--- src/rtl/smart_card_atr_parser_top_macros.svh ---
// Assertion macros for the smart card ATR parser.
// Used by smart_card_atr_parser_top; expects clk and rst_n in scope.
`ifndef SMART_CARD_ATR_PARSER_TOP_MACROS_SVH
`define SMART_CARD_ATR_PARSER_TOP_MACROS_SVH

// Checks a property on every rising clock edge outside reset.
`define ATR_ASSERT(name, prop, msg) \
    name: assert property (@(posedge clk) disable iff (!rst_n) (prop)) else $error(msg);

`endif

--- src/rtl/atr_pkg.sv ---
// Types and constants for the smart card ATR parser.
// No dependencies; imported by smart_card_atr_parser_top.
package atr_pkg;

    localparam int MAX_ATR_BYTES_DEF = 33;
    localparam int NUM_PARAMS        = 14;
    localparam logic [7:0] IMPLICIT_FIDI_RST = 8'd17;

    localparam logic [7:0] TS_DIRECT  = 8'h3B;
    localparam logic [7:0] TS_INVERSE = 8'h03;
    localparam logic [3:0] BWI_LIMIT  = 4'hA;
    localparam logic [3:0] T_MAX      = 4'hF;

    typedef enum logic [2:0] {
        PH_IDLE  = 3'd0,
        PH_T0    = 3'd1,
        PH_IFACE = 3'd2,
        PH_HIST  = 3'd3,
        PH_TCK   = 3'd4
    } phase_t;

    localparam logic [2:0] ST_OK     = 3'd0;
    localparam logic [2:0] ST_BAD_TS = 3'd1;
    localparam logic [2:0] ST_RX_ERR = 3'd2;
    localparam logic [2:0] ST_BAD_LEN = 3'd3;
    localparam logic [2:0] ST_BAD_TCK = 3'd4;

    localparam logic [3:0] PC_CONV      = 4'd0;
    localparam logic [3:0] PC_LENGTH    = 4'd1;
    localparam logic [3:0] PC_T         = 4'd2;
    localparam logic [3:0] PC_SPECIFIC  = 4'd3;
    localparam logic [3:0] PC_FIDI      = 4'd4;
    localparam logic [3:0] PC_N         = 4'd5;
    localparam logic [3:0] PC_WI        = 4'd6;
    localparam logic [3:0] PC_IFSC      = 4'd7;
    localparam logic [3:0] PC_BWI       = 4'd8;
    localparam logic [3:0] PC_CWI       = 4'd9;
    localparam logic [3:0] PC_CHECK     = 4'd10;
    localparam logic [3:0] PC_CLOCKSTOP = 4'd11;
    localparam logic [3:0] PC_CLASS     = 4'd12;
    localparam logic [3:0] PC_C6        = 4'd13;

    // Entries of the T=15 group store.
    localparam logic SLOT_T15_TA = 1'b0;
    localparam logic SLOT_T15_TB = 1'b1;

    localparam logic [3:0] IF_TA = 4'b0001;
    localparam logic [3:0] IF_TB = 4'b0010;
    localparam logic [3:0] IF_TC = 4'b0100;

endpackage

--- src/rtl/smart_card_atr_parser_top.sv ---
// Smart card ATR parser: top level with parse control and parameter stores.
// Depends on atr_pkg and smart_card_atr_parser_top_macros.svh.
// Usage: ATR bytes are taken one per cycle while an ATR is being parsed. When the ATR ends or an
// error stops it, a run of 14 parameter results (codes 0 to 13, tlast on code 13) is read out of
// the parameter store, one result per cycle unless the output stalls, via the emit counter, the
// read stage and the output register. The input is held off after the final byte until every
// code has been read; output stalls stretch the run. The user must write the implicit FiDi
// register only while no request or result is in flight; the block does not enforce this.
`include "smart_card_atr_parser_top_macros.svh"

module smart_card_atr_parser_top #(
    parameter int MAX_ATR_BYTES = atr_pkg::MAX_ATR_BYTES_DEF
) (
    input  logic        clk,
    input  logic        rst_n,
    input  logic        s_axis_tvalid,
    output logic        s_axis_tready,
    input  logic [7:0]  s_axis_tdata,   // rx_byte
    input  logic [1:0]  s_axis_tuser,   // rx_error, start_req
    output logic        m_axis_tvalid,
    input  logic        m_axis_tready,
    output logic [15:0] m_axis_tdata,   // param_code, param_value, param_present, status
    output logic        m_axis_tlast,
    input  logic        cfg_we,
    input  logic [7:0]  cfg_wdata       // implicit FiDi
);
    import atr_pkg::*;

    localparam int CNT_W = $clog2(MAX_ATR_BYTES + 1);

    logic [7:0]            mem_a [NUM_PARAMS];
    logic [7:0]            mem_b [2];

    phase_t                phase_reg, phase_next;
    logic [CNT_W-1:0]      count_reg, count_next;
    logic [3:0]            mask_reg, mask_next;
    logic [3:0]            group_reg, group_next;
    logic [3:0]            hist_reg, hist_next;
    logic                  tck_reg, tck_next;
    logic [7:0]            xor_reg, xor_next;
    logic [3:0]            last_t_reg, last_t_next;
    logic                  chain_ok_reg, chain_ok_next;
    logic                  t15_reg, t15_next;
    logic [7:0]            ta2_reg, ta2_next;
    logic [NUM_PARAMS-1:0] valid_reg, valid_next;
    logic [7:0]            implicit_fidi_reg;
    logic [2:0]            status_reg, status_next;
    logic                  emit_busy_reg, emit_busy_next;
    logic [3:0]            emit_cnt_reg, emit_cnt_next;
    logic                  rd_valid_reg;
    logic [3:0]            rd_code_reg;
    logic [7:0]            a_rdata_reg;
    logic [7:0]            b_rdata_reg;
    logic                  out_valid_reg;
    logic [15:0]           out_data_reg;
    logic                  out_last_reg;

    logic                  in_fire;
    logic                  fire;
    logic                  check;
    logic                  adv;
    logic                  run_busy;
    logic                  mem_a_we;
    logic [3:0]            mem_a_addr;
    logic [7:0]            mem_a_wdata;
    logic                  mem_b_we;
    logic                  mem_b_addr;
    logic [3:0]            rd_a_addr;
    logic                  rd_b_addr;
    logic [7:0]            res_value;
    logic                  res_present;
    logic [7:0]            rx_byte;
    logic [3:0]            td_t;

    assign rx_byte       = s_axis_tdata;
    assign td_t          = rx_byte[3:0];
    assign run_busy      = emit_busy_reg || rd_valid_reg;
    assign s_axis_tready = !run_busy;
    assign in_fire       = s_axis_tvalid && s_axis_tready;
    assign adv           = !out_valid_reg || m_axis_tready;

    always_comb
    begin
        phase_next    = phase_reg;
        count_next    = count_reg;
        mask_next     = mask_reg;
        group_next    = group_reg;
        hist_next     = hist_reg;
        tck_next      = tck_reg;
        xor_next      = xor_reg;
        last_t_next   = last_t_reg;
        chain_ok_next = chain_ok_reg;
        t15_next      = t15_reg;
        ta2_next      = ta2_reg;
        valid_next    = valid_reg;
        status_next   = status_reg;
        mem_a_we      = 1'b0;
        mem_a_addr    = PC_CONV;
        mem_a_wdata   = rx_byte;
        mem_b_we      = 1'b0;
        mem_b_addr    = SLOT_T15_TA;
        fire          = 1'b0;
        check         = 1'b0;

        if (in_fire)
        begin
            if (s_axis_tuser[1])
            begin
                valid_next    = '0;
                count_next    = CNT_W'(1);
                mask_next     = '0;
                group_next    = '0;
                hist_next     = '0;
                tck_next      = 1'b0;
                xor_next      = '0;
                last_t_next   = '0;
                chain_ok_next = 1'b1;
                t15_next      = 1'b0;
                ta2_next      = '0;
                phase_next    = PH_T0;
                if (rx_byte == TS_INVERSE)
                begin
                    mem_a_we            = 1'b1;
                    mem_a_wdata         = 8'd1;
                    valid_next[PC_CONV] = 1'b1;
                end
                else if (rx_byte == TS_DIRECT && !s_axis_tuser[0])
                begin
                    mem_a_we            = 1'b1;
                    mem_a_wdata         = 8'd0;
                    valid_next[PC_CONV] = 1'b1;
                end
                else
                begin
                    fire        = 1'b1;
                    status_next = ST_BAD_TS;
                end
            end
            else if (phase_reg != PH_IDLE)
            begin
                if (s_axis_tuser[0])
                begin
                    fire        = 1'b1;
                    status_next = ST_RX_ERR;
                end
                else if (count_reg >= CNT_W'(MAX_ATR_BYTES))
                begin
                    fire        = 1'b1;
                    status_next = ST_BAD_LEN;
                end
                else
                begin
                    count_next = count_reg + 1'b1;
                    xor_next   = xor_reg ^ rx_byte;
                    unique case (phase_reg)
                        PH_T0:
                        begin
                            mask_next  = rx_byte[7:4];
                            hist_next  = rx_byte[3:0];
                            group_next = 4'd1;
                            check      = 1'b1;
                        end
                        PH_IFACE:
                        begin
                            check = 1'b1;
                            priority if (mask_reg[0])
                            begin
                                mask_next = mask_reg & ~IF_TA;
                                if (group_reg == 4'd1)
                                begin
                                    mem_a_we            = 1'b1;
                                    mem_a_addr          = PC_FIDI;
                                    valid_next[PC_FIDI] = 1'b1;
                                end
                                if (group_reg == 4'd2)
                                begin
                                    ta2_next                = rx_byte;
                                    valid_next[PC_SPECIFIC] = 1'b1;
                                end
                                if (group_reg == 4'd3)
                                begin
                                    mem_a_we            = 1'b1;
                                    mem_a_addr          = PC_IFSC;
                                    valid_next[PC_IFSC] = 1'b1;
                                end
                                if (t15_reg)
                                begin
                                    mem_b_we                 = 1'b1;
                                    mem_b_addr               = SLOT_T15_TA;
                                    valid_next[PC_CLOCKSTOP] = 1'b1;
                                    valid_next[PC_CLASS]     = 1'b1;
                                end
                            end
                            else if (mask_reg[1])
                            begin
                                mask_next = mask_reg & ~IF_TB;
                                if (group_reg == 4'd3)
                                begin
                                    mem_a_we           = 1'b1;
                                    mem_a_addr         = PC_BWI;
                                    valid_next[PC_CWI] = 1'b1;
                                    if (rx_byte[7:4] < BWI_LIMIT)
                                    begin
                                        valid_next[PC_BWI] = 1'b1;
                                    end
                                end
                                if (t15_reg)
                                begin
                                    mem_b_we          = 1'b1;
                                    mem_b_addr        = SLOT_T15_TB;
                                    valid_next[PC_C6] = 1'b1;
                                end
                            end
                            else if (mask_reg[2])
                            begin
                                mask_next = mask_reg & ~IF_TC;
                                if (group_reg == 4'd1)
                                begin
                                    mem_a_we         = 1'b1;
                                    mem_a_addr       = PC_N;
                                    valid_next[PC_N] = 1'b1;
                                end
                                if (group_reg == 4'd2 && rx_byte != 8'd0)
                                begin
                                    mem_a_we          = 1'b1;
                                    mem_a_addr        = PC_WI;
                                    valid_next[PC_WI] = 1'b1;
                                end
                                if (group_reg == 4'd3)
                                begin
                                    mem_a_we             = 1'b1;
                                    mem_a_addr           = PC_CHECK;
                                    valid_next[PC_CHECK] = 1'b1;
                                end
                            end
                            else
                            begin
                                if (td_t != 4'd0)
                                begin
                                    tck_next = 1'b1;
                                end
                                t15_next = 1'b0;
                                if (group_reg == 4'd1)
                                begin
                                    mem_a_we         = 1'b1;
                                    mem_a_addr       = PC_T;
                                    mem_a_wdata      = {4'd0, td_t};
                                    valid_next[PC_T] = 1'b1;
                                    last_t_next      = td_t;
                                end
                                else if (chain_ok_reg)
                                begin
                                    if (td_t >= last_t_reg)
                                    begin
                                        last_t_next = td_t;
                                        if (td_t == T_MAX)
                                        begin
                                            t15_next                 = 1'b1;
                                            valid_next[PC_CLOCKSTOP] = 1'b0;
                                            valid_next[PC_CLASS]     = 1'b0;
                                            valid_next[PC_C6]        = 1'b0;
                                        end
                                    end
                                    else
                                    begin
                                        chain_ok_next = 1'b0;
                                    end
                                end
                                mask_next = rx_byte[7:4];
                                if (group_reg != T_MAX)
                                begin
                                    group_next = group_reg + 1'b1;
                                end
                            end
                        end
                        PH_HIST:
                        begin
                            if (hist_reg != 4'd0)
                            begin
                                hist_next = hist_reg - 1'b1;
                            end
                            check = 1'b1;
                        end
                        PH_TCK:
                        begin
                            fire        = 1'b1;
                            status_next = ((xor_reg ^ rx_byte) != 8'd0) ? ST_BAD_TCK : ST_OK;
                        end
                        default:
                        begin
                        end
                    endcase
                    if (check)
                    begin
                        priority if (mask_next != 4'd0)
                        begin
                            phase_next = PH_IFACE;
                        end
                        else if (hist_next != 4'd0)
                        begin
                            phase_next = PH_HIST;
                        end
                        else if (tck_next)
                        begin
                            phase_next = PH_TCK;
                        end
                        else
                        begin
                            fire        = 1'b1;
                            status_next = ST_OK;
                        end
                    end
                end
            end
        end
        if (fire)
        begin
            phase_next = PH_IDLE;
        end
    end

    always_comb
    begin
        emit_busy_next = emit_busy_reg;
        emit_cnt_next  = emit_cnt_reg;
        if (fire)
        begin
            emit_busy_next = 1'b1;
            emit_cnt_next  = PC_CONV;
        end
        else if (adv && emit_busy_reg)
        begin
            emit_cnt_next = emit_cnt_reg + 1'b1;
            if (emit_cnt_reg == PC_C6)
            begin
                emit_busy_next = 1'b0;
                emit_cnt_next  = PC_CONV;
            end
        end
    end

    // Codes that share a stored byte read the entry of their partner code.
    assign rd_a_addr = (emit_cnt_reg == PC_CWI) ? PC_BWI : emit_cnt_reg;
    assign rd_b_addr = (emit_cnt_reg == PC_C6) ? SLOT_T15_TB : SLOT_T15_TA;

    always_comb
    begin
        res_present = valid_reg[rd_code_reg];
        res_value   = 8'd0;
        unique case (rd_code_reg)
            PC_CONV, PC_N, PC_WI, PC_IFSC:
            begin
                res_value = res_present ? a_rdata_reg : 8'd0;
            end
            PC_LENGTH:
            begin
                res_present = 1'b1;
                res_value   = 8'(count_reg);
            end
            PC_T:
            begin
                res_value   = res_present ? a_rdata_reg : 8'd0;
                res_present = 1'b1;
                if (valid_reg[PC_SPECIFIC] && ta2_reg[3:0] < 4'd2)
                begin
                    res_value = {4'd0, ta2_reg[3:0]};
                end
            end
            PC_SPECIFIC:
            begin
                res_present = 1'b1;
                res_value   = {7'd0, valid_reg[PC_SPECIFIC]};
            end
            PC_FIDI:
            begin
                if (res_present)
                begin
                    res_value = (valid_reg[PC_SPECIFIC] && ta2_reg[4]) ? implicit_fidi_reg
                                                                      : a_rdata_reg;
                end
            end
            PC_BWI:
            begin
                res_value = res_present ? {4'd0, a_rdata_reg[7:4]} : 8'd0;
            end
            PC_CWI:
            begin
                res_value = res_present ? {4'd0, a_rdata_reg[3:0]} : 8'd0;
            end
            PC_CHECK:
            begin
                res_value = res_present ? {7'd0, a_rdata_reg[0]} : 8'd0;
            end
            PC_CLOCKSTOP:
            begin
                res_value = res_present ? {6'd0, b_rdata_reg[7:6]} : 8'd0;
            end
            PC_CLASS:
            begin
                res_value = res_present ? {2'd0, b_rdata_reg[5:0]} : 8'd0;
            end
            PC_C6:
            begin
                if (res_present && b_rdata_reg != 8'd0)
                begin
                    res_value = b_rdata_reg[7] ? 8'd2 : 8'd1;
                end
            end
            default:
            begin
                res_present = 1'b0;
            end
        endcase
    end

    always_ff @(posedge clk or negedge rst_n)
    begin
        if (!rst_n)
        begin
            phase_reg         <= PH_IDLE;
            count_reg         <= '0;
            mask_reg          <= '0;
            group_reg         <= '0;
            hist_reg          <= '0;
            tck_reg           <= 1'b0;
            xor_reg           <= '0;
            last_t_reg        <= '0;
            chain_ok_reg      <= 1'b1;
            t15_reg           <= 1'b0;
            ta2_reg           <= '0;
            valid_reg         <= '0;
            implicit_fidi_reg <= IMPLICIT_FIDI_RST;
            status_reg        <= ST_OK;
            emit_busy_reg     <= 1'b0;
            emit_cnt_reg      <= PC_CONV;
            rd_valid_reg      <= 1'b0;
            rd_code_reg       <= PC_CONV;
            out_valid_reg     <= 1'b0;
        end
        else
        begin
            phase_reg     <= phase_next;
            count_reg     <= count_next;
            mask_reg      <= mask_next;
            group_reg     <= group_next;
            hist_reg      <= hist_next;
            tck_reg       <= tck_next;
            xor_reg       <= xor_next;
            last_t_reg    <= last_t_next;
            chain_ok_reg  <= chain_ok_next;
            t15_reg       <= t15_next;
            ta2_reg       <= ta2_next;
            valid_reg     <= valid_next;
            status_reg    <= status_next;
            emit_busy_reg <= emit_busy_next;
            emit_cnt_reg  <= emit_cnt_next;
            if (cfg_we)
            begin
                implicit_fidi_reg <= cfg_wdata;
            end
            if (adv)
            begin
                rd_valid_reg  <= emit_busy_reg;
                rd_code_reg   <= emit_cnt_reg;
                out_valid_reg <= rd_valid_reg;
            end
        end
    end

    always_ff @(posedge clk)
    begin
        if (mem_a_we)
        begin
            mem_a[mem_a_addr] <= mem_a_wdata;
        end
        if (mem_b_we)
        begin
            mem_b[mem_b_addr] <= rx_byte;
        end
        if (adv)
        begin
            a_rdata_reg  <= mem_a[rd_a_addr];
            b_rdata_reg  <= mem_b[rd_b_addr];
            out_data_reg <= {status_reg, res_present, res_value, rd_code_reg};
            out_last_reg <= (rd_code_reg == PC_C6);
        end
    end

    assign m_axis_tvalid = out_valid_reg;
    assign m_axis_tdata  = out_data_reg;
    assign m_axis_tlast  = out_last_reg;

    `ATR_ASSERT(a_no_write_in_run, (mem_a_we || mem_b_we) |-> !run_busy, "store written in a run")
    `ATR_ASSERT(a_run_start, $rose(emit_busy_reg) |-> emit_cnt_reg == PC_CONV, "bad run start")
    `ATR_ASSERT(a_code_in_range, emit_busy_reg |-> emit_cnt_reg <= PC_C6, "run code out of range")

endmodule

--- config.mk ---
export PLATFORM = sky130hd
export DESIGN_NAME = smart_card_atr_parser_top
export DESIGN_NICKNAME = d
export VERILOG_FILES = /design/src/rtl/atr_pkg.sv /design/src/rtl/smart_card_atr_parser_top.sv
export VERILOG_INCLUDE_DIRS = /design/src /design/src/rtl
export SDC_FILE = /design/constraint.sdc
export NUM_CORES = 1
export LEC_CHECK = 0
export ABC_AREA = 0
export BUFFER_PORTS_ARGS = -buffer_cell sky130_fd_sc_hd__buf_2
export CORE_ASPECT_RATIO = 1.5
export CORE_UTILIZATION = 35
export CTS_CLUSTER_DIAMETER = 60
export DETAILED_ROUTE_END_ITERATION = 8
export GPL_ROUTABILITY_DRIVEN = 0
export SLEW_MARGIN = 5
export SYNTH_ARGS = -nofsm -noshare
export SYNTH_HDL_FRONTEND = slang
export SYNTH_SLANG_ARGS = --single-unit
--- constraint.sdc ---
create_clock -name clk -period 3.9 [get_ports clk]
set_clock_uncertainty 0.05 [all_clocks]
set_input_delay 0.195 -clock clk [delete_from_list [all_inputs] [get_ports clk]]
set_output_delay 0.195 -clock clk [all_outputs]
set_load 0.1 [all_outputs]
==> run_results.csv, run 1 <==
group,metric,value,unit
min_path,hp-class,"in -> reg",
timing,worst_slack,0.6999,ns
floorplan,fp.dieH,218.2,um
place,placedInstanceArea,11760,um^2
finish,drive_above_1_share,15.99,%
critical_path,cp_max_fo,8,
clock_network,path_clk_slew,0.07,ns
synthesis,avgSynthCellArea,12.15,um^2
power_and_ir_drop,p_leak,4.719,nW
clock_network,cts_buffers,23,
finish,antenna_cells,0,
critical_path,worst_setup_path_start_kind,"flop",
place,dp_cells,1358,
detailed_routing,drt_first_pass_iters,7,
place,preCtsSetupSlack,0.7133,ns
global_route,grt_pass1_wl,43.80,mm
floorplan,coreArea,30450,um^2
synthesis,ys_ff_latch,236,
place,dp_hpwl,18.92,mm
critical_path,critPathKind,"reg -> reg",
critical_path,rr_startpoint,"count_reg[1]",
detailed_routing,avgViaCountPerCell,5.432,
finish,syn2layout_area_growth,15.63,%
synthesis,synth-seq-area-share,61.60,%
power_and_ir_drop,vdd_drop_max,0.2792,mV
timing,period_needed,3.200,ns
synthesis,syn_area,10900,um^2
clock_network,cts_tree,"done",
detailed_routing,wl_per_cell,19.76,um
detailed_routing,antenna_left,0,
finish,fillers,2880,
detailed_routing,drc,0,
flow_run,cap_viol_max_count,0,
synthesis,ys_async_sr_fraction,31.78,%
timing,drv_slew,0,
global_route,gr-total-overflow,0,
clock_network,cts_root_buf,"clkbuf_16",
floorplan,die_area,31870,um^2
finish,final_cell_count_no_fill,1413,
timing,hold_viol,0,
critical_path,crit_start,"count_reg[1]",
critical_path,r2r_end,"mem_a[10][3]",
global_route,grt_pass1_vias,7808,
timing,setup_tns,0,ns
critical_path,arrival,3.31,ns
synthesis,synthCells,897,
clock_network,cts_buffer_depth,3,
floorplan,start_util,35.80,%
synthesis,ys_types,78,
global_route,antenna_found_initial,0,
detailed_routing,vias,7675,
finish,final_util,41.40,%
power_and_ir_drop,cellPowerDensity,705.6,nW/um^2
critical_path,end_kind,"flop",
place,portBuffers,41,
floorplan,die_w,146.1,um
detailed_routing,wl,27.92,mm
clock_network,htreeDepth,1,
power_and_ir_drop,p_total,8.895,mW
global_route,grt_max_degree,76,
finish,largest_reg_flops,112,
timing,holdWs,0.02135,ns
outcome,status,"complete, no violations",
clock_network,post-cts-setup-buffers,0,
timing,rsz0062_at_grt,"false",
floorplan,rows,78,
floorplan,num_io_pins,42,
clock_network,cts_sinks,236,
timing,setup_violations,0,
timing,slew_headroom,29.58,%
critical_path,worstPathRequired,4.01,ns
critical_path,critPathCapture,"mem_a[10][3]",
synthesis,synth-main-ff-cell,"edfxtp_1",
finish,top_register,"mem_a",
synthesis,synth-edff-count,161,
timing,min_period_over_period,82.05,%
synthesis,yosys_warnings,0,
timing,tightestPinTransition,1.056,ns
finish,final_design_area_no_fill,12610,um^2
detailed_routing,drt_iter0_markers,622,
global_route,grtUsageTotal,18.02,%
critical_path,regToRegSetupSlack,0.70,ns
critical_path,worstRegToRegCells,8,
clock_network,clk-insertion-delay-late,0.54,ns
finish,final_nets,1032,
timing,fmax,0.3125,GHz
==> cell families after synthesis <==
kind of cell,synth area share [%]
and+or+nand+nor,14.78
DFF,61.60
AOI/OAI and AO/OA,13.08
buffers and inverters,2.491
muxes,5.957
adders and majority gates,1.492
xor gates and xnor gates,0.5624
other,0.03440
==> worst min-delay path by stage <==
stage / to / depth (start not counted) / startpoint
floorplan: count_reg[0] / 0 / rst_n
global placement: xor_reg[4] / 1 / rst_n
detailed placement: xor_reg[4] / 1 / rst_n
CTS: mem_b[0][6] / 1 / s_axis_tdata[6]
global route: mem_b[0][6] / 1 / s_axis_tdata[6]
finish: implicit_fidi_reg[7] / 2 / cfg_we
==> power by group <==
group | switching (mW) | total (mW) | leakage (nW) | internal, mW
combinational | 2.08 | 3.17 | 1.91 | 1.09
sequential | 0.433 | 3.58 | 2.46 | 3.15
clock | 0.964 | 2.14 | 0.348 | 1.18
==> metal layers <==
metal / wire length (um) / GRT usage [%]
met1: 10550 / 19.66
met2: 14620 / 33.11
met3: 1050 / 2.255
met4: 1708 / 11.22
met5: 0 / 0
==> layout by cell type, fill, tap and decap left out, types with 7 or more instances in the layout <==
cell type and count:
and2_1 13, o21ai_0 47, conb_1 48, a211oi_1 9, a31oi_1 34, nor2_1 51, o22ai_1 17, inv_1 21
mux4_2 10, buf_4 23, nor4_1 10, dfrtp_1 72, nand2b_1 22, nand3_1 13, dlygate4sd3_1 13, edfxtp_1 161
xnor2_1 7, nor3_1 13, nand2_1 122, mux2_2 35, clkbuf_16 24, a22o_1 11, ha_1 13, clkinv_1 7
a21oi_1 21, buf_2 40, nor2b_1 20
==> what timing repair did <==
item                                   4_1_cts  5_1_grt
hold buffers                                13        0
endpoints found under the hold margin       89        0
resized for setup                            0        0
==> critical path, stage by stage, from the launching register on <==
cell and delay [ns]:
dfrtp_1 0.42, inv_1 0.12, ha_1 0.15, or4b_4 0.48, o21ai_2 0.22, nand4_1 0.26
nor3_1 0.30, o211ai_1 0.18, nor2_1 0.65
==> cell usage after synthesis (7+ instances only) <==
library cell,n,area share (%)
edfxtp_1,161,44
nand2_1,122,4.2
dfrtp_1,72,17
nor2_1,51,1.8
o21ai_0,47,2.2
clkbuf_1,42,1.4
mux2_2,35,3.6
a31oi_1,34,2.0
nand2b_1,22,1.3
a21oi_1,21,0.96
inv_1,21,0.72
nor2b_1,20,1.1
o22ai_1,17,0.98
and2_1,13,0.75
ha_1,13,1.5
nand3_1,13,0.60
nor3_1,13,0.60
a22o_1,11,0.88
mux4_2,10,2.1
nor4_1,10,0.57
a211oi_1,9,0.62
buf_2,7,0.32
xnor2_1,7,0.56
==> cell type report <==
type / count / area, um^2 / share of cell area, %
clock buffer: 32 / 650.6 / 5.161
clock inverter: 10 / 66.31 / 0.5261
inverter: 21 / 78.83 / 0.6253
multi-input combinational: 638 / 4091 / 32.46
sequential: 236 / 6715 / 53.27
tap: 400 / 500.5 / 3.970
timing repair buffer: 76 / 503.0 / 3.990
No activity file was read; power rests on OpenSTA's default activity.
==> run 2, diff against run 1 <==
- ABC_AREA: 0 -> 1
- clock period: 3.9 -> 3.25 ns (I/O delays scaled with it)
==> run 2 against run 1 <==
Compared with the run above: final cell count grew 15%; largest power group is now combinational logic; sequential share of layout area shrank 1.3 points; combinational power grew 44%; worst setup slack worse by 0.32 ns; wire length shrank 1.0%; via count increased by 6.5%; non-clock buffer count up 26; design area rose by 2.5%; sequential power is 19% higher; clock-buffer cell count down 3; largest cell class unchanged; clock power grew 34%.
==> run_results.csv, run 2 <==
group,metric,value,unit
outcome,status,"complete, no violations",
floorplan,die_area,31580,um^2
global_route,gr-total-overflow,0,
synthesis,synth-main-ff-cell,"edfxtp_1",
timing,hold_viol,0,
critical_path,worst_setup_path_start_kind,"flop",
detailed_routing,drt_first_pass_iters,5,
min_path,min_to,"mem_a[6][2]",
finish,seqCellArea,6715,um^2
critical_path,rr_startpoint,"count_reg[0]",
floorplan,num_io_pins,42,
critical_path,path_delay_family,"simple AND/OR/NAND/NOR gates",
clock_network,cts_buffer_depth,3,
power_and_ir_drop,cellPowerDensity,904.5,nW/um^2
critical_path,regToRegSetupSlack,0.38,ns
critical_path,end_kind,"flop",
timing,fmax,0.3486,GHz
clock_network,cts_sinks,236,
timing,period_needed,2.869,ns
global_route,antenna_found_initial,0,
synthesis,yosys_warnings,0,
clock_network,cts.repair.resized,0,
power_and_ir_drop,vdd_drop_max,0.3325,mV
global_route,grt_pass1_vias,8206,
global_route,grtUsageTotal,17.95,%
critical_path,critPathSlowestCell,"nor2_1",
finish,drive_above_1_share,12.59,%
flow_run,cap_viol_max_count,0,
critical_path,worstPathRequired,3.37,ns
finish,final_cell_mix,"nand2_1 (181), edfxtp_1 (161), nor2_1 (141)",
timing,rsz0062_at_grt,"false",
clock_network,path_clk_slew,0.06,ns
place,portBuffers,41,
floorplan,fp.dieH,217.1,um
detailed_routing,antenna_left,0,
floorplan,coreArea,30250,um^2
finish,final_nets,1249,
synthesis,syn_area,10800,um^2
critical_path,cp_max_fo,16,
synthesis,ys_ff_latch,236,
synthesis,synth_top_area_share,44.76,%
detailed_routing,vias,8171,
clock_network,cts_buffers,24,
detailed_routing,avgViaCountPerCell,5.010,
floorplan,start_util,35.70,%
place,preCtsSetupSlack,0.3926,ns
place,dp_hpwl,19.91,mm
timing,worst_slack,0.3813,ns
clock_network,clk-insertion-delay-late,0.53,ns
min_path,min_path_cells,1,
synthesis,synthCells,1070,
critical_path,path_cells,"inv_1 > ha_1 > nand3b_1 > o21ai_1 > nand2_1 > nor2_4 > inv_2 > a211oi_2 > nand2_1 > nor2_1",
timing,slew_headroom,39.91,%
critical_path,worstPathBufferInverterCount,2,
synthesis,synth-seq-area-share,62.18,%
clock_network,htreeDepth,1,
critical_path,r2r_end,"mem_a[6][2]",
clock_network,cts_tree,"done",
detailed_routing,drc,0,
min_path,hp-class,"in -> reg",
timing,setup_tns,0,ns
synthesis,yosysMostFrequentCell,"nand2_1",
floorplan,rows,78,
synthesis,avgSynthCellArea,10.09,um^2
finish,syn2layout_area_growth,19.60,%
critical_path,arrival,2.99,ns
synthesis,synth-edff-count,161,
synthesis,synth_top_cell_by_area,"edfxtp_1",
finish,multi_input_comb_area,3707,um^2
timing,tightestPinTransition,0.8980,ns
finish,antenna_cells,0,
min_path,hold_start,"s_axis_tdata[2]",
detailed_routing,drt_iter0_markers,553,
finish,largest_reg_flops,112,
detailed_routing,wl,27.64,mm
floorplan,die_w,145.4,um
clock_network,cts_root_buf,"clkbuf_16",
timing,drv_slew,0,
finish,top_register,"mem_a",
clock_network,post-cts-setup-buffers,0,
timing,min_period_over_period,88.27,%
detailed_routing,wl_per_cell,16.94,um
synthesis,ys_async_sr_fraction,31.78,%
synthesis,ys_types,50,
global_route,grt_pass1_wl,43.97,mm
critical_path,worstRegToRegCells,10,
global_route,grt_max_degree,66,
synthesis,synth_area_leaders,"edfxtp_1 (45%), dfrtp_1 (17%), nand2_1 (6.3%)",
finish,fillers,2932,
finish,final_common_cell,"nand2_1",
synthesis,synthTopCellsByCount,"nand2_1 (182), edfxtp_1 (161), nor2_1 (142)",
critical_path,crit_path_frequent_cell,"nand2_1",
power_and_ir_drop,p_leak,5.271,nW
critical_path,critPathKind,"reg -> reg",
timing,setup_violations,0,
critical_path,max_stage_delay,0.56,ns
[run 2: cell count changes after synthesis, moves of 20 or more]
cell,change
nand2b_1,-22
nor2b_1,-20
mux2_2,-33
o21ai_0,+74
nand3_1,+36
a31oi_1,-33
inv_1,+82
nand2_1,+60
nor2_1,+91
[run 2: repair_timing]
action                     in CTS  in global routing
setup endpoints to repair       0                  0
hold endpoints to repair       87                  0
hold buffers                   31                  0
[run 2: kinds of logic after synthesis]
logic type | share of synthesized area [%]
flops | 62.18
mux | 0.2085
simple gates | 17.32
xor+xnor | 1.054
compound gates | 12.52
fa+ha+maj | 1.506
buf+inv | 5.178
other cells | 0.03472
[run 2: area by class of cell]
class                   count  share of cell area [%]
flip-flops and latches    236                   51.99
multi-input cells         736                   28.70
repair buffers            102                   5.850
clock buffers              29                   4.795
well taps                 400                   3.874
inverters                 113                   3.284
clock inverters            15                   1.511
[run 2: worst register-to-register path, stage by stage, from the launching register on]
cell      delay, ns
dfrtp_1        0.40
inv_1          0.14
ha_1           0.16
nand3b_1       0.08
o21ai_1        0.23
nand2_1        0.18
nor2_4         0.21
inv_2          0.17
a211oi_2       0.20
nand2_1        0.12
nor2_1         0.56
[run 2: power breakdown]
group | internal (mW) | switching [mW]
Combinational | 1.22 | 3.34
Clock | 1.69 | 1.17
Sequential | 3.89 | 0.375
Total | 6.80 | 4.88
[run 2: layer usage]
metal  global-route usage [%]  wire length, um  share of wire (%)  up-vias
met5                        0                0                  0        -
met4                    10.46             1448                5.2        0
met3                    1.887             1049                3.8       83
met2                    33.81            14690                 53      254
met1                    19.40            10450                 38     3894
li1                         -                -                  -     3940
[run 2: worst max-delay path by stage]
stage                        from           to  slack (ns)  cells after the start
floorplan           emit_busy_reg  mem_b[0][0]        0.17                      5
global placement     count_reg[0]  mem_a[6][7]        0.47                     10
detailed placement   count_reg[0]  mem_a[6][1]        0.39                     10
CTS                  count_reg[0]  mem_a[2][7]        0.37                     10
global route         count_reg[0]  mem_a[2][7]        0.09                     10
finish               count_reg[0]  mem_a[6][2]        0.38                     10
[run 2: through the flow]
step | hold WS [ns] | power [mW] | utilization (%) | instances | instance area, um^2
4_1_cts | 0.001367 | 11.73 | 42.70 | 1631 | 12920
3_3_place_gp | 0.2654 | 8.758 | 38.98 | 1556 | 11790
5_1_grt | 0.005214 | 12.33 | 42.70 | 1631 | 12920
6_report | 0.01363 | 11.68 | 42.70 | 1631 | 12920
3_5_place_dp | 0.2771 | 8.819 | 38.98 | 1556 | 11790
2_1_floorplan | -0.1831 | 7.582 | - | 1117 | 10980
